## config.mk

```make
export PLATFORM = sky130hd
export DESIGN_NAME = thr_delay
export DESIGN_NICKNAME = d
export VERILOG_FILES = /design/src/hdl/thr_delay.sv
export SDC_FILE = /design/constraint.sdc
export NUM_CORES = 1
export LEC_CHECK = 0
export BUFFER_PORTS_ARGS = -buffer_cell sky130_fd_sc_hd__buf_4
export CAP_MARGIN = 20
export CORE_AREA = 2 2 41 43
export CTS_BUF_LIST = sky130_fd_sc_hd__clkbuf_4 sky130_fd_sc_hd__clkbuf_8
export CTS_CLUSTER_SIZE = 25
export DETAILED_ROUTE_END_ITERATION = 16
export DIE_AREA = 0 0 43 45
export GPL_ROUTABILITY_DRIVEN = 1
export PLACE_DENSITY = 0.71
export SYNTH_ARGS = -nofsm -noshare
export SYNTH_HDL_FRONTEND = slang
export SYNTH_SLANG_ARGS = --single-unit
export TNS_END_PERCENT = 10
```

## constraint.sdc

```tcl
create_clock -name clk -period 0.8 [get_ports clk]
set_clock_uncertainty 0.05 [all_clocks]
set_input_delay 0.12 -clock clk [delete_from_list [all_inputs] [get_ports clk]]
set_output_delay 0.12 -clock clk [all_outputs]
set_load 0.005 [all_outputs]
```

## src/hdl/thr_delay.sv

```systemverilog
// valid and data delay line with common stall
module thr_delay #(
    parameter int W     = 8,
    parameter int DEPTH = 2
) (
    input  logic         clk,
    input  logic         rst_n,
    input  logic         en,
    input  logic         in_valid,
    input  logic [W-1:0] in_data,
    output logic         out_valid,
    output logic [W-1:0] out_data
);
    logic         v_reg [DEPTH];
    logic [W-1:0] d_reg [DEPTH];

    always_ff @(posedge clk or negedge rst_n)
    begin
        if (!rst_n)
        begin
            for (int k = 0; k < DEPTH; k++)
            begin
                v_reg[k] <= 1'b0;
            end
        end
        else if (en)
        begin
            v_reg[0] <= in_valid;
            for (int k = 1; k < DEPTH; k++)
            begin
                v_reg[k] <= v_reg[k-1];
            end
        end
    end

    always_ff @(posedge clk)
    begin
        if (en)
        begin
            d_reg[0] <= in_data;
            for (int k = 1; k < DEPTH; k++)
            begin
                d_reg[k] <= d_reg[k-1];
            end
        end
    end

    assign out_valid = v_reg[DEPTH-1];
    assign out_data  = d_reg[DEPTH-1];
endmodule

```

==> flow_summary.rst <==
.. list-table::
   :header-rows: 1

   * - Metric
     - Value
   * - Sequential Power Share
     - 0.639
   * - Fin. max-slew vios
     - 0
   * - Initial Utilization
     - 0.417
   * - Distinct cell type count after synthesis
     - 4
   * - Worst slack on hold paths
     - 0.0306 ns
   * - Int Power
     - 1460 uW
   * - Port Buffers
     - 20
   * - Most frequent cells in the layout
     - sky130_fd_sc_hd__buf_4 (17), sky130_fd_sc_hd__edfxtp_1 (16), sky130_fd_sc_hd__dlygate4sd3_1 (9)
   * - First-pass DRT Iterations
     - 2
   * - Period Utilization, post-route
     - 1.21
   * - Area grow syn2layout
     - 42.7%
   * - Number of standard cells after synthesis
     - 28
   * - Overall power consumption
     - 1760 uW
   * - Library cell used as clock root buffer
     - sky130_fd_sc_hd__clkbuf_4
   * - Worst IR drop on VDD
     - 1.32 mV
   * - Routed wire length
     - 718 um
   * - Clk sinks
     - 18
   * - GP Congestion
     - 0.600
   * - Wire length of the first global-routing pass
     - 1260 um
   * - Pin count of the biggest net entering global routing
     - 15
   * - Unrepaired setup endpoints after global routing
     - yes
   * - Post-synthesis register bit count
     - 18
   * - NetSw
     - 302 uW
   * - Max reg flops
     - 16
   * - Detailed-route wire length per cell
     - 10.3 um
   * - Standard cell area after detailed placement
     - 743 um2
   * - Delay of the slowest critical-path stage
     - 0.39 ns
   * - Overall die width
     - 43 um
   * - Sw Share
     - 0.171
   * - Final hold violation count
     - 0
   * - Sequential share of the synthesized area
     - 0.865
   * - DRC violations left
     - 0
   * - Number of CTS-inserted buffers
     - 3
   * - Total core area
     - 1470 um2
   * - Floorplan die area
     - 1940 um2
   * - Yosys warnings
     - 0
   * - Die Span Y
     - 45 um
   * - Share of total power in the clock network
     - 0.259
   * - Combined buffer and inverter count along the critical path
     - 1
   * - CTS tree
     - yes
   * - Total congestion overflow
     - 0
   * - Run status
     - complete, but fails checks
   * - Combinational group share of total power
     - 0.102
   * - Pre-CTS setup slack
     - 0.00727 ns
   * - Fraction of layout instances using a drive strength above 1
     - 0.500
   * - Drt initial violations
     - 1
   * - Critical path required time
     - 0.63 ns
   * - Worst Tran Pin Value
     - 0.0920 ns
   * - Delay-heaviest family, CP
     - flip-flops
   * - Net count after synthesis
     - 40
   * - Endpoint type of the worst setup path
     - output pin
   * - Path type of the worst min-delay path
     - in -> reg
   * - Global Route Usage Sum
     - 0.0903
   * - Max Fclk
     - 1040 MHz
   * - Total Negative Setup Slacks
     - -1.36 ns
   * - Number of primary I/O pins
     - 21
   * - Nets@finish
     - 67
   * - Most common library cell in the layout ignoring fill and taps
     - sky130_fd_sc_hd__buf_4
   * - Final-report setup violation count
     - 10
   * - Fin worst setup slack
     - -0.164 ns
   * - CP cell instances
     - buf_6
   * - Clock Tree Buf Depth
     - 2
   * - Max stage delay cell, worst path
     - sky130_fd_sc_hd__edfxtp_1
   * - Category of the worst setup path launch point
     - register
   * - Worst-skew pair later-pin latency
     - 0.27 ns
   * - Violations in the final reports
     - setup timing
   * - Number of vias per cell after detailed routing
     - 4.23
   * - Post-layout minimum cycle time
     - 0.964 ns
   * - Total number of H-tree levels
     - 1
   * - Final std cell area, no fill
     - 875 um2
   * - Arrival time reported for the critical path endpoint
     - 0.79 ns
   * - Diode insertion count for antenna repair
     - 0
   * - Overall via count from detail_route
     - 296
   * - Worst-path maximum fanout
     - 1
   * - Synthesized area per cell
     - 21.9 um2
   * - Vias in the first global route
     - 337
   * - Worst slew margin relative to its limit
     - 0.939
   * - Register clock-pin slew on the reported worst setup and hold paths
     - 0.09 ns
   * - Path type of the worst setup path
     - reg -> out
   * - Pwr/cell area
     - 2020 nW/um2
   * - Antenna violations before repair
     - 0
   * - DRT antenna net count
     - 0
   * - Static leakage
     - 0.000353 uW
   * - Number of max-cap violations
     - 0
   * - Row count
     - 14
   * - Synthesized area
     - 613 um2
## stage by stage
stage	instances	util
2_1_floorplan	28	-
3_3_place_gp	57	0.505
3_5_place_dp	57	0.505
4_1_cts	70	0.587
5_1_grt	70	0.594
6_report	70	0.594
## cell families (layout without fill, tap and decap cells)
kind of cell / after synthesis / in the layout / share of synthesized area
muxes: 2 / 2 / 0.0367
buffers and inverters: 8 / 34 / 0.0980
DFF: 18 / 18 / 0.865
## power groups by stage
stage          registers (uW)  clock network [uW]  logic, uW
4_1_cts                  1130                 476        175
5_1_grt                  1140                 519        192
3_5_place_dp             1150                   0        141
2_1_floorplan            1140                   0       52.5
3_3_place_gp             1140                   0        135
6_report                 1130                 457        180
## Yosys cell counts
library cell                n  area share
sky130_fd_sc_hd__dfrtp_1    2       0.082
sky130_fd_sc_hd__buf_4      8       0.098
sky130_fd_sc_hd__mux2_2     2       0.037
sky130_fd_sc_hd__edfxtp_1  16        0.78
## cell type report
class,instances,area [um2]
fill,122,597
sequential,18,531
timing repair buffer,30,272
clock buffer,4,30.0
multi-input combinational,2,22.5
tap,16,20.0
## what timing repair did
| action | 4_1_cts | 5_1_grt |
|---|---|---|
| endpoints found under the setup margin | 10 | 11 |
| resized for setup | 0 | 3 |
| cloned | 0 | 0 |
| hold endpoints to repair | 10 | 0 |
| setup buffers | 0 | 0 |
| hold buffers | 9 | 0 |
## per-layer routing
metal	vias to the layer above	share of wire	GRT usage
met1	133	0.35	0.0914
met2	16	0.53	0.164
met3	0	0.11	0.0280
met4	0	0	0.0545
li1	147	-	-
met5	-	0	0
## path summary, 6_finish.rpt
check,slack [ns],from,cells after the start,to
setup / recovery,-0.16,d_reg[0][14],1,out_data[6]
hold / removal,0.03,in_valid,2,v_reg[1]
hold reg to reg,0.38,d_reg[0][1],0,d_reg[0][9]
max in group asynchronous,0.50,rst_n,2,out_valid
setup reg to reg,-0.02,out_valid,1,out_valid
min in group asynchronous,0.12,rst_n,2,v_reg[1]
(Power assumes the default switching activity.)
