File: src/hdl/thr_div.sv
// pipelined unsigned restoring divider, one quotient bit per stage
module thr_div #(
    parameter int NUM_W = 36,
    parameter int DEN_W = 20
) (
    input  logic             clk,
    input  logic             en,
    input  logic [NUM_W-1:0] num,
    input  logic [DEN_W-1:0] den,
    output logic [NUM_W-1:0] quo,
    output logic [DEN_W-1:0] rem
);
    logic [DEN_W-1:0] rem_reg [NUM_W];
    logic [NUM_W-1:0] quo_reg [NUM_W];
    logic [NUM_W-1:0] num_reg [NUM_W];
    logic [DEN_W-1:0] den_reg [NUM_W];

    for (genvar k = 0; k < NUM_W; k++)
    begin : g_stage
        logic [DEN_W-1:0] rem_in;
        logic [NUM_W-1:0] quo_in;
        logic [NUM_W-1:0] num_in;
        logic [DEN_W-1:0] den_in;
        logic [DEN_W:0]   trial;
        logic [DEN_W:0]   diff;
        logic             ge;

        if (k == 0)
        begin : g_first
            assign rem_in = '0;
            assign quo_in = '0;
            assign num_in = num;
            assign den_in = den;
        end
        else
        begin : g_next
            assign rem_in = rem_reg[k-1];
            assign quo_in = quo_reg[k-1];
            assign num_in = num_reg[k-1];
            assign den_in = den_reg[k-1];
        end

        assign trial = {rem_in, num_in[NUM_W-1-k]};
        assign ge    = trial >= {1'b0, den_in};
        assign diff  = trial - {1'b0, den_in};

        always_ff @(posedge clk)
        begin
            if (en)
            begin
                rem_reg[k] <= ge ? diff[DEN_W-1:0] : trial[DEN_W-1:0];
                quo_reg[k] <= {quo_in[NUM_W-2:0], ge};
                num_reg[k] <= num_in;
                den_reg[k] <= den_in;
            end
        end
    end

    assign quo = quo_reg[NUM_W-1];
    assign rem = rem_reg[NUM_W-1];
endmodule

File: config.mk
export PLATFORM = sky130hd
export DESIGN_NAME = thr_div
export DESIGN_NICKNAME = d
export VERILOG_FILES = /design/src/hdl/thr_div.sv
export SDC_FILE = /design/constraint.sdc
export NUM_CORES = 2
export LEC_CHECK = 0
export BUFFER_PORTS_ARGS = -buffer_cell sky130_fd_sc_hd__buf_2
export CAP_MARGIN = 20
export CELL_PAD_IN_SITES_DETAIL_PLACEMENT = 0
export CELL_PAD_IN_SITES_GLOBAL_PLACEMENT = 1
export CORE_MARGIN = 4
export CORE_UTILIZATION = 50
export DETAILED_ROUTE_END_ITERATION = 16
export GPL_TIMING_DRIVEN = 0
export PLACE_DENSITY_LB_ADDON = 0.1
export SYNTH_ARGS = -nofsm -noshare
export SYNTH_HDL_FRONTEND = slang
export SYNTH_SLANG_ARGS = --single-unit
File: constraint.sdc
create_clock -name clk -period 4.2 [get_ports clk]
set_input_delay 0.63 -clock clk [delete_from_list [all_inputs] [get_ports clk]]
set_output_delay 0.63 -clock clk [all_outputs]
set_load 0.01 [all_outputs]
==> impl_metrics.json <==
{
  "regArea_sq_um": 81600,
  "ir_drop_mv": 0.420,
  "rsz0062_at_grt": "no",
  "post-route-drc-count": 0,
  "synth_ff_type": "edfxtp_1",
  "synthMuxAreaShare_pct": 3.60,
  "required_ns": 4.82,
  "cts_tree": "done",
  "layout.cells.non_filler": 13199,
  "seq_area_frac_synth_pct": 65.1,
  "numCtsBuffers": 307,
  "setup_viol": 0,
  "synth_top_area_share_pct": 65.1,
  "min-delay-start": "num[35]",
  "ys_types": 92,
  "hold_depth": 3,
  "path_clk_slew_ns": 0.06,
  "critPathLaunchType": "flop",
  "grt_max_degree": 190,
  "period_minus_slack_ns": 4.00,
  "clkSinkCount": 2716,
  "power_leakage_nw": 54.9,
  "relSlewSlack_pct": 29.0,
  "whs_ns": 0.114,
  "report.power.total_mw": 105,
  "rows": 183,
  "multi_input_area_sq_um": 39800,
  "cts_buffer_depth": 4,
  "finalMaxSlewViolations": 0,
  "syn-cell-area_sq_um": 125000,
  "p_comb_share_pct": 37.2,
  "synth_warnings": 0,
  "drtIter0Drc": 4921,
  "path_class": "flop to flop",
  "place_inst": 12597,
  "drv_cap": 0,
  "async_flop_share_pct": 0,
  "dp_hpwl_mm": 179,
  "synth_area_leader_cell": "edfxtp_1",
  "coreArea_sq_um": 249000,
  "pwr-share-clk_pct": 24.4,
  "fillers": 20144,
  "syn-num-nets": 9933,
  "clk_latency_ns": 0.92,
  "ant_nets": 0,
  "ctsHtreeMaxLevel": 5,
  "grt_pass1_wl_mm": 396,
  "place.gp.congestion": 0.881,
  "tightestPinTransition_ns": 1.06,
  "dr.pass1.iters": 5,
  "hold_end": "rem_reg[0][0]",
  "vias_per_cell": 5.39,
  "hold_violations": 0,
  "io_pins": 114,
  "avgSynthCellArea_sq_um": 13.7,
  "power_density_nw_per_um2": 747,
  "power.switching_mw": 35.0,
  "max_stage_delay_ns": 0.75,
  "cp_slowest_cell": "o21ai_1",
  "final_cell_mix": "edfxtp_1, inv_1, ha_1, a21oi_1, nor2_1",
  "ys_top_cells_by_area": "edfxtp_1, ha_1, mux2_2",
  "antenna_found_initial": 2,
  "r2r-start": "den_reg[9][21]",
  "port_buffers": 113,
  "die_h_um": 509,
  "fin_skew_ns": 0.0661,
  "synth_fa_ha_area_share_pct": 7.57,
  "synth_simple_gate_area_share_pct": 6.48,
  "crit_path_max_fanout": 10,
  "mostFrequentLayoutCell": "edfxtp_1",
  "die_area_sq_um": 259000,
  "grt.overflow.total": 0,
  "ys_ff_latch": 2716,
  "cts_root_buf": "clkbuf_16",
  "synth_top_family_by_area": "compound AO/OA/AOI/OAI gates",
  "fin_setup_tns_ns": 0,
  "timing.final.crit_share_pct": 95.3,
  "rrSetupSlack_ns": 0.20,
  "vias": 71093,
  "avgRoutedWirePerCell_um": 19.1,
  "path_cells": "inv_1 -> ha_1 -> nor2b_1 -> o31a_1 -> o211a_1 -> o21ai_0 -> o211ai_1 -> a31oi_1 -> o21ai_1 -> buf_2 -> buf_2 -> a21oi_1",
  "grt_use_total_pct": 19.3,
  "rr_worst_depth": 12,
  "floorplan.initialDensity_pct": 50.3,
  "areaGrowthSynthToFinish_pct": 12.6,
  "synthXorXnorAreaFrac_pct": 3.97,
  "crit_path_start": "den_reg[9][21]",
  "switching_share_pct": 33.3,
  "cp_common_cell": "buf_2",
  "die_w_um": 509,
  "pwr-share-seq_pct": 38.3,
  "intPower_mw": 70.3,
  "hp-class": "input port to flop",
  "max_freq_mhz": 250,
  "largest_register_ffs": 720,
  "r2r_end": "rem_reg[5][8]",
  "synth_enable_flop_cells": 2716,
  "syn_inst": 9138,
  "final_net_count": 10435,
  "worst_ep_arrival_time_ns": 4.62,
  "worst_setup_path_end_kind": "flop",
  "wirelength_mm": 252,
  "status": "finished clean",
  "grt_pass1_vias": 70269,
  "synth_compound_area_share_pct": 10.1,
  "final_layout_size_suffix_gt1_share_pct": 10.6
}
-- stage by stage --
step | utilization [%] | cell area, sq um | setup slack [ns]
2_1_floorplan | - | 125000 | 0.945
3_3_place_gp | 52.2 | 130000 | -39.57
3_5_place_dp | 52.4 | 130000 | -2.31
4_1_cts | 56.6 | 141000 | 0.0255
5_1_grt | 56.7 | 141000 | 0.0332
6_report | 56.7 | 141000 | 0.198
-- worst max-delay path: cells and delay by family (launching register included) --
family / cells / cell delay (ns)
AOI/OAI and AO/OA: 7 / 2.11
adders and majority gates: 1 / 0.30
buffers and inverters: 3 / 0.74
DFF: 1 / 0.41
and+or+nand+nor: 1 / 0.17
-- cell families after synthesis --
kind of cell | after synthesis
buf+inv | 1029
flops | 2716
fa+ha+maj | 737
simple gates | 1720
xor+xnor | 568
mux | 394
compound gates | 1974
-- Yosys cell counts (all sizes together), types with 22 or more instances --
cell type,instances
buf,60
xor2,209
mux2,358
a211o,22
clkbuf,121
mux2i,36
edfxtp,2716
or3,29
a21boi,27
and3,44
a31oi,111
o41ai,24
a211oi,49
o31ai,24
xnor2,359
fa,35
nand2,429
and2,45
o31a,35
a21oi,595
a21o,311
inv,848
o211ai,41
o21ai,393
o21bai,40
nand3,171
o21a,126
nor2b,98
nor3,107
nor2,533
ha,702
nand2b,87
nand4,93
-- power by group through the flow --
stage	Combinational (mW)	Clock (mW)	Sequential [mW]
2_1_floorplan	29.7	0	39.4
3_3_place_gp	38.6	0	43.2
3_5_place_dp	38.9	0	41.0
4_1_cts	39.3	26.6	40.5
5_1_grt	43.7	27.8	40.9
6_report	39.2	25.7	40.4
-- per-layer routing --
| metal | global-route usage (%) | wire length [um] | vias to the layer above |
|---|---|---|---|
| met3 | 2.62 | 9000 | 394 |
| met1 | 27.4 | 118000 | 34430 |
| li1 | - | - | 35077 |
| met5 | 0 | 0 | - |
| met4 | 4.85 | 6080 | 0 |
| met2 | 31.6 | 119000 | 1192 |
-- worst max-delay path by stage --
| stage | endpoint | slack (ns) | cells past startpoint |
|---|---|---|---|
| floorplan | rem_reg[1][62] | 0.95 | 12 |
| global placement | quo_reg[32][15] | -39.57 | 1 |
| detailed placement | quo_reg[35][16] | -2.31 | 8 |
| CTS | rem_reg[3][17] | 0.03 | 12 |
| global route | rem_reg[5][17] | 0.03 | 12 |
| finish | rem_reg[5][8] | 0.20 | 12 |
-- repair_timing --
| item | CTS | global route |
|---|---|---|
| endpoints found under the hold margin | 55 | 0 |
| buffers inserted | 0 | 3 |
| pin swaps | 0 | 1 |
| endpoints found under the setup margin | 427 | 312 |
| gates resized for setup | 2 | 20 |
| hold buffers | 55 | 0 |
| cloned | 6 | 2 |
-- area by class of cell --
| class | instances | area share (%) |
|---|---|---|
| Antenna cell | 5 | 0.00887 |
| Timing Repair Buffer | 195 | 1.31 |
| Clock inverter | 166 | 1.20 |
| Tap cell | 3330 | 2.95 |
| Multi-Input combinational cell | 5393 | 28.2 |
| Clock buffer | 367 | 5.65 |
| Sequential cell | 2716 | 57.8 |
| Inverter | 848 | 2.26 |
| Buffer | 179 | 0.553 |
Power figures use the tool's default switching activity.
