File: src/hdl/thr_sqrt.sv
// pipelined integer square root, one root bit per stage
module thr_sqrt #(
    parameter int IN_W = 40
) (
    input  logic              clk,
    input  logic              en,
    input  logic [IN_W-1:0]   din,
    output logic [IN_W/2-1:0] root
);
    localparam int HW = IN_W / 2;
    localparam int RW = HW + 2;

    logic [RW-1:0]   rem_reg  [HW];
    logic [HW-1:0]   root_reg [HW];
    logic [IN_W-1:0] val_reg  [HW];

    for (genvar k = 0; k < HW; k++)
    begin : g_stage
        logic [RW-1:0]   rem_in;
        logic [HW-1:0]   root_in;
        logic [IN_W-1:0] val_in;
        logic [RW-1:0]   cand;
        logic [RW-1:0]   test;
        logic            ge;

        if (k == 0)
        begin : g_first
            assign rem_in  = '0;
            assign root_in = '0;
            assign val_in  = din;
        end
        else
        begin : g_next
            assign rem_in  = rem_reg[k-1];
            assign root_in = root_reg[k-1];
            assign val_in  = val_reg[k-1];
        end

        assign cand = {rem_in[RW-3:0], val_in[IN_W-1-2*k -: 2]};
        assign test = {root_in, 2'b01};
        assign ge   = cand >= test;

        always_ff @(posedge clk)
        begin
            if (en)
            begin
                rem_reg[k]  <= ge ? cand - test : cand;
                root_reg[k] <= {root_in[HW-2:0], ge};
                val_reg[k]  <= val_in;
            end
        end
    end

    assign root = root_reg[HW-1];
endmodule

File: config.mk
export PLATFORM = sky130hd
export DESIGN_NAME = thr_sqrt
export DESIGN_NICKNAME = d
export VERILOG_FILES = /design/src/hdl/thr_sqrt.sv
export SDC_FILE = /design/constraint.sdc
export NUM_CORES = 1
export LEC_CHECK = 0
export BUFFER_PORTS_ARGS = -buffer_cell sky130_fd_sc_hd__buf_2
export CORE_MARGIN = 2
export CORE_UTILIZATION = 55
export DETAILED_ROUTE_END_ITERATION = 6
export PLACE_DENSITY = 0.81
export SYNTH_ARGS = -nofsm -noshare
export SYNTH_HDL_FRONTEND = slang
export SYNTH_SLANG_ARGS = --single-unit
File: constraint.sdc
create_clock -name clk -period 3.2 [get_ports clk]
set_input_delay 0.32 -clock clk [delete_from_list [all_inputs] [get_ports clk]]
set_output_delay 0.32 -clock clk [all_outputs]
set_load 0.1 [all_outputs]
==> metrics.cfg, run 1 <==
[finish]
final_common_cell=edfxtp_1
n_fill_cell=5551
area_growth_pct=13.6
layout_common_cells=947 x edfxtp_1, 287 x inv_1, 228 x ha_1, 198 x a21oi_1, 197 x nor2_1
drive_above_1_share_pct=10.2
largest_reg_flops=380
fin_area_sq_mm=0.0491
post_layout_nonfiller_instances=4568
fin_nets=3727

[critical_path]
r2r_slack_ns=0.10
rr_worst_depth=8
start_kind=register
cp_top_family=simple AND/OR/NAND/NOR gates
endpoint=rem_reg[13][4]$_DFFE_PP_
crit-reg2reg-capture=rem_reg[13][4]$_DFFE_PP_
startpoint=root_reg[3][0]$_DFFE_PP_
cp_slowest_cell=nor4b_1
critPathMaxStageDelay_ns=0.52
crit_cells=8
path_buf_inv=2
cp_max_fo=23
crit_path_end_kind=register
required_ns=3.59
path_class=register to register
crit_path_cell_trace=inv_1 -> ha_1 -> nand4_1 -> nor4b_1 -> a21oi_1 -> o211ai_1 -> buf_4 -> mux2_2
worstReg2RegStart=root_reg[3][0]$_DFFE_PP_
worst_ep_arrival_time_ns=3.49

[die]
start_util_pct=55.7
die_w_um=284
dieArea_sq_mm=0.0808
die_h_um=284
row_count=102
core_area_sq_mm=0.0776
io-pin-count=62

[power]
p_comb_share_pct=18.4
p_per_area_mw_per_mm2=682
leakage_nw=19.0
swShare_pct=26.5
intPower_mw=24.6
clkPwrFrac_pct=32.8
switching_power_mw=8.87
vdd.ir_drop.worst_v=0.000545
fin_total_pwr_mw=33.5
power_frac_seq_pct=48.8

[timing]
fin_tns_setup_ns=0
final.setup_skew_ns=0.0238
fmax_ghz=0.323
timing.final.crit_share_pct=96.8
hold_viol_final=0
rsz0062_at_grt=no
setup-violations-final=0
slew_viol_final=0
worstMarginPinSlew_ns=0.769
post-route-min-period_ns=3.10
hold_ws_ns=0.195
slew_headroom_pct=48.3

[min_path]
holdCritPathClass=input pin to register
hold_path_depth=1

[cts]
clk_latency_ns=0.64
cts_buffers=92
clkSinkCount=947
cts_max_path_buffers=3
clkTransAtPathRegs_ns=0.06
cts_tree=done
htree_levels=3
clock-root-buffer=clkbuf_16

[synth]
ys_ff_latch=947
synth-async-reset-ratio_pct=0
synth_fp_nets=3500
synth_area_sq_mm=0.0432
syn_avg_cell_area_sq_um=13.4
synth_cell_types=75
yosys_most_used_dff=edfxtp_1
synth_seq_area_share_pct=65.8
synth_edf_count=947
syn_inst=3227
yosys_warnings=0

[placed_design]
place_hpwl_um=52000
dpl.cell_count=4357
port_buffers=61
placed_area_sq_mm=0.0455
gp_congestion=0.913

[detailed_routing]
wl_um=77600
vias_per_cell=5.63
dr.pass1.iters=5
ant_nets=0
routedWlPerCell_um=17.0
vias=25704
drc=0
drt_iter0_drc=2001

[global_route]
grt_overflow=0
grt.total_usage_pct=19.0
antenna_found_initial=0
grt_pass1_vias=25390
grt_pass1_wl_um=125000
grt_max_degree=83

[outcome]
status=finished, final reports clean

[job]
maxCapViolations=0

==> cell type report <==
class                           instances  area [sq um]  share of cell area [%]
Clock buffer                          102          2360                    4.81
Sequential cell                       947         28400                    57.9
Tap cell                             1040          1300                    2.65
Timing Repair Buffer                  175          1550                    3.16
Antenna cell                            1          2.50                 0.00510
Multi-Input combinational cell       1950         13700                    27.8
Clock inverter                         65           712                    1.45
Inverter                              288          1080                    2.20
==> logic make-up after synthesis <==
logic type	Yosys count	synth area share, %
other	1	0.00868
multiplexers	46	1.18
XOR/XNOR	267	5.41
adder cells (fa/ha/maj)	231	6.69
AO/OA/AOI/OAI	607	8.80
AND/OR/NAND/NOR	798	9.23
buffers and inverters	330	2.90
flip-flops	947	65.8
==> cells in the mapped netlist, drive strengths merged (16+ instances only) <==
master | count | area, sq um
nor4 | 42 | 284
nand2b | 40 | 253
o21a | 47 | 353
ha | 231 | 2890
o21ai | 139 | 696
a211oi | 16 | 120
o21bai | 19 | 143
or3 | 32 | 206
a21oi | 198 | 991
nor3 | 90 | 460
mux2 | 41 | 462
nor2b | 33 | 206
edfxtp | 947 | 28400
nand4 | 26 | 163
nor2 | 197 | 739
o31ai | 24 | 180
nand2 | 191 | 717
xor2 | 135 | 1180
a31oi | 18 | 113
inv | 288 | 1080
a21o | 45 | 338
xnor2 | 132 | 1160
clkbuf | 29 | 109
and3 | 18 | 113
nand3 | 53 | 265
==> power by group through the flow <==
stage	clock [mW]	sequential [mW]	combinational, mW
4_1_cts	11.2	16.3	5.97
6_report	11.0	16.3	6.17
3_3_place_gp	0	16.5	5.64
5_1_grt	11.6	16.5	6.84
3_5_place_dp	0	16.6	5.86
2_1_floorplan	0	16.4	4.21
==> how the worst min path moves through the flow <==
stage	startpoint	to	slack, ns
finish	en	val_reg[0][0]$_DFFE_PP_	0.20
global route	en	val_reg[0][0]$_DFFE_PP_	0.21
CTS	en	val_reg[1][4]$_DFFE_PP_	0.19
detailed placement	val_reg[9][11]$_DFFE_PP_	val_reg[10][11]$_DFFE_PP_	0.40
global placement	val_reg[9][17]$_DFFE_PP_	val_reg[10][17]$_DFFE_PP_	0.40
floorplan	val_reg[9][0]$_DFFE_PP_	val_reg[10][0]$_DFFE_PP_	0.40
==> per-stage QoR <==
stage                     setup WS (ns)  util (%)
after floorplan                   0.309         -
after global placement            0.190      58.6
after detailed placement         0.0205      58.6
after CTS                        0.0199      63.1
after global routing            0.00349      63.3
final                             0.102      63.3
==> what timing repair did <==
action,4_1_cts,5_1_grt
endpoints found under the hold margin,41,0
hold buffers,41,0
pin swaps,0,1
resized for setup,1,22
buffers inserted,0,1
endpoints found under the setup margin,1,36
gates cloned,0,1
==> metal layers <==
layer  routed length [um]  part of all wire, %  global-route usage [%]  vias up
met5                    0                    0                       0        -
met4                 2190                  2.8                    6.64        0
met3                 4490                  5.8                    3.11      161
met2                38000                   49                    32.3      745
met1                32900                   42                    24.7    12358
li1                     -                    -                       -    12440
(Power assumes the default switching activity.)
==> inputs of run 2 (changes only) <==
--- a/config.mk
+++ b/config.mk
@@ -6,10 +6,12 @@
 export NUM_CORES = 1
 export LEC_CHECK = 0
 export BUFFER_PORTS_ARGS = -buffer_cell sky130_fd_sc_hd__buf_2
+export CELL_PAD_IN_SITES_DETAIL_PLACEMENT = 0
+export CELL_PAD_IN_SITES_GLOBAL_PLACEMENT = 2
 export CORE_MARGIN = 2
-export CORE_UTILIZATION = 55
+export CORE_UTILIZATION = 46
 export DETAILED_ROUTE_END_ITERATION = 6
-export PLACE_DENSITY = 0.81
+export PLACE_DENSITY = 0.9
 export SYNTH_ARGS = -nofsm -noshare
 export SYNTH_HDL_FRONTEND = slang
 export SYNTH_SLANG_ARGS = --single-unit
==> run 2 against run 1 <==
Clock power is 4% lower; total power fell by 1.3%; sequential power is essentially flat; largest cell class unchanged; highest routed layer unchanged.
==> metrics.cfg, run 2 (synthesis gave the netlist of run 1 again) <==
[outcome]
status=finished, final reports clean  ; unchanged

[critical_path]
cp_max_fo=28  ; was 23
r2r_slack_ns=0.10  ; about the same
start_kind=register  ; unchanged
path_class=register to register  ; unchanged
required_ns=3.62  ; was 3.59 ns
crit_path_end_kind=register  ; unchanged
crit-reg2reg-capture=rem_reg[15][4]$_DFFE_PP_  ; was rem_reg[13][4]$_DFFE_PP_
worst_ep_arrival_time_ns=3.52  ; was 3.49 ns
rr_worst_depth=9  ; was 8
worstReg2RegStart=rem_reg[14][0]$_DFFE_PP_  ; was root_reg[3][0]$_DFFE_PP_

[finish]
final-seq-area_sq_mm=0.0284  ; unchanged
n_fill_cell=7778  ; was 5,551
layout_common_cells=947 x edfxtp_1, 287 x inv_1, 228 x ha_1, 197 x a21oi_1, 197 x nor2_1  ; was 947 x edfxtp_1, 287 x inv_1, 228 x ha_1, 198 x a21oi_1, 197 x nor2_1
drive_above_1_share_pct=10.3  ; was 10.2%
final_common_cell=edfxtp_1  ; unchanged
fin_nets=3744  ; was 3,727
post_layout_nonfiller_instances=4798  ; was 4,568
antenna_cells=0  ; was 1
largest_reg_flops=380  ; unchanged
area_growth_pct=14.3  ; was 13.6%
multiInputGateArea_sq_mm=0.0136  ; was 0.0137 sq mm

[global_route]
grt_max_degree=105  ; was 83
grt_overflow=0  ; unchanged
grt_pass1_wl_um=126000  ; was 125,000 um
antenna_found_initial=0  ; unchanged
grt.total_usage_pct=15.9  ; was 19.0%
grt_pass1_vias=24359  ; was 25,390

[die]
start_util_pct=46.4  ; was 55.7%
core_area_sq_mm=0.0932  ; was 0.0776 sq mm
die_w_um=311  ; was 284 um
row_count=112  ; was 102
io-pin-count=62  ; unchanged
dieArea_sq_mm=0.0964  ; was 0.0808 sq mm
die_h_um=311  ; was 284 um

[timing]
slew_viol_final=0  ; unchanged
final.setup_skew_ns=0.0546  ; was 0.0238 ns
post-route-min-period_ns=3.10  ; about the same
fin_tns_setup_ns=0  ; unchanged
worstMarginPinSlew_ns=0.746  ; was 0.769 ns
hold_viol_final=0  ; unchanged
timing.final.crit_share_pct=96.9  ; was 96.8%
setup-violations-final=0  ; unchanged
rsz0062_at_grt=yes  ; was no
slew_headroom_pct=49.8  ; was 48.3%
fmax_ghz=0.323  ; about the same

[detailed_routing]
drt_iter0_drc=1668  ; was 2,001
dr.pass1.iters=6  ; was 5
wl_um=77100  ; was 77,600 um
routedWlPerCell_um=16.1  ; was 17.0 um
vias=24904  ; was 25,704
vias_per_cell=5.19  ; was 5.63
drc=0  ; unchanged
ant_nets=0  ; unchanged

[power]
vdd.ir_drop.worst_v=0.000541  ; was 0.000545 V
leakage_nw=19.0  ; about the same
p_per_area_mw_per_mm2=669  ; was 682 mW/mm^2

[cts]
clock-root-buffer=clkbuf_16  ; unchanged
clk_latency_ns=0.68  ; was 0.64 ns
cts_tree=done  ; unchanged
clkSinkCount=947  ; unchanged
clkTransAtPathRegs_ns=0.06  ; about the same
cts_buffers=96  ; was 92
cts_max_path_buffers=3  ; unchanged
htree_levels=3  ; unchanged

[placed_design]
gp_congestion=0.862  ; was 0.913
dpl.cell_count=4582  ; was 4,357
port_buffers=61  ; unchanged
place_hpwl_um=53300  ; was 52,000 um

[min_path]
whs_endpoint=val_reg[0][0]$_DFFE_PP_  ; unchanged
hold_path_depth=1  ; unchanged
holdCritPathClass=input pin to register  ; unchanged
hp-start=en  ; unchanged

[job]
maxCapViolations=0  ; unchanged

[run 2: cell count changes in the layout (fill, tap and decap cells not counted), sizes merged]
cell	previous run	this run
clkbuf	103	119
diode	1	0
clkinvlp	4	5
bufinv	13	4
clkinv	43	41
inv	293	291
buf	133	146
[run 2: cell type report]
type,count,share of cell area (%)
Clock buffer,118,5.03
Inverter,288,2.19
Tap cell,1254,3.18
Multi-Input combinational cell,1950,27.6
Sequential cell,947,57.6
Timing Repair Buffer,188,3.39
Clock inverter,53,0.996
[run 2: where the power goes]
part           switching (mW)  total [mW]  internal (mW)
clock network            4.72        10.6           5.89
registers               0.795        16.3           15.5
logic                    3.39        6.11           2.72
[run 2: how the worst max path moves through the flow]
| stage | start | to | slack (ns) | depth (start not counted) |
|---|---|---|---|---|
| 2_1_floorplan | rem_reg[14][0]$_DFFE_PP_ | rem_reg[15][10]$_DFFE_PP_ | 0.31 | 11 |
| 6_report | rem_reg[14][0]$_DFFE_PP_ | rem_reg[15][4]$_DFFE_PP_ | 0.10 | 9 |
| 3_3_place_gp | rem_reg[14][0]$_DFFE_PP_ | rem_reg[15][5]$_DFFE_PP_ | 0.06 | 9 |
| 3_5_place_dp | rem_reg[14][0]$_DFFE_PP_ | rem_reg[15][13]$_DFFE_PP_ | 0.03 | 9 |
| 4_1_cts | rem_reg[14][0]$_DFFE_PP_ | rem_reg[15][12]$_DFFE_PP_ | 0.02 | 9 |
| 5_1_grt | rem_reg[11][1]$_DFFE_PP_ | rem_reg[12][19]$_DFFE_PP_ | -0.002 | 9 |
[run 2: worst max-delay path, stage by stage (launching register included)]
cell	delay (ns)
edfxtp_1	0.39
ha_1	0.32
nor2b_1	0.15
o31a_1	0.30
o311a_4	0.35
nor3_4	0.24
o22ai_2	0.12
or4b_4	0.51
buf_12	0.18
mux2_2	0.27
[run 2: stage by stage]
stage	utilization, %	worst slack [ns]	total power, mW	area (sq um)	hold slack [ns]
floorplan	-	0.309	20.6	43200	0.400
global route	53.0	-0.00237	34.8	49400	0.120
CTS	52.9	0.0173	33.2	49300	0.109
global placement	49.2	0.0599	22.4	45900	0.400
finish	53.0	0.100	33.0	49400	0.118
detailed placement	49.2	0.0345	22.5	45900	0.405
[run 2: layer usage]
metal	share of wire, %	wire length (um)	vias to the layer above	GRT usage, %
li1	-	-	12479	-
met1	46	35500	11881	21.9
met2	47	36500	418	26.0
met3	4.5	3450	126	2.81
met4	2.2	1730	0	4.77
met5	0	0	-	0
[run 2: repair_timing]
| item | CTS | global route |
|---|---|---|
| gates resized for setup | 0 | 18 |
| endpoints found under the setup margin | 0 | 37 |
| hold buffers | 41 | 0 |
| buffers inserted | 0 | 3 |
| hold endpoints to repair | 41 | 0 |
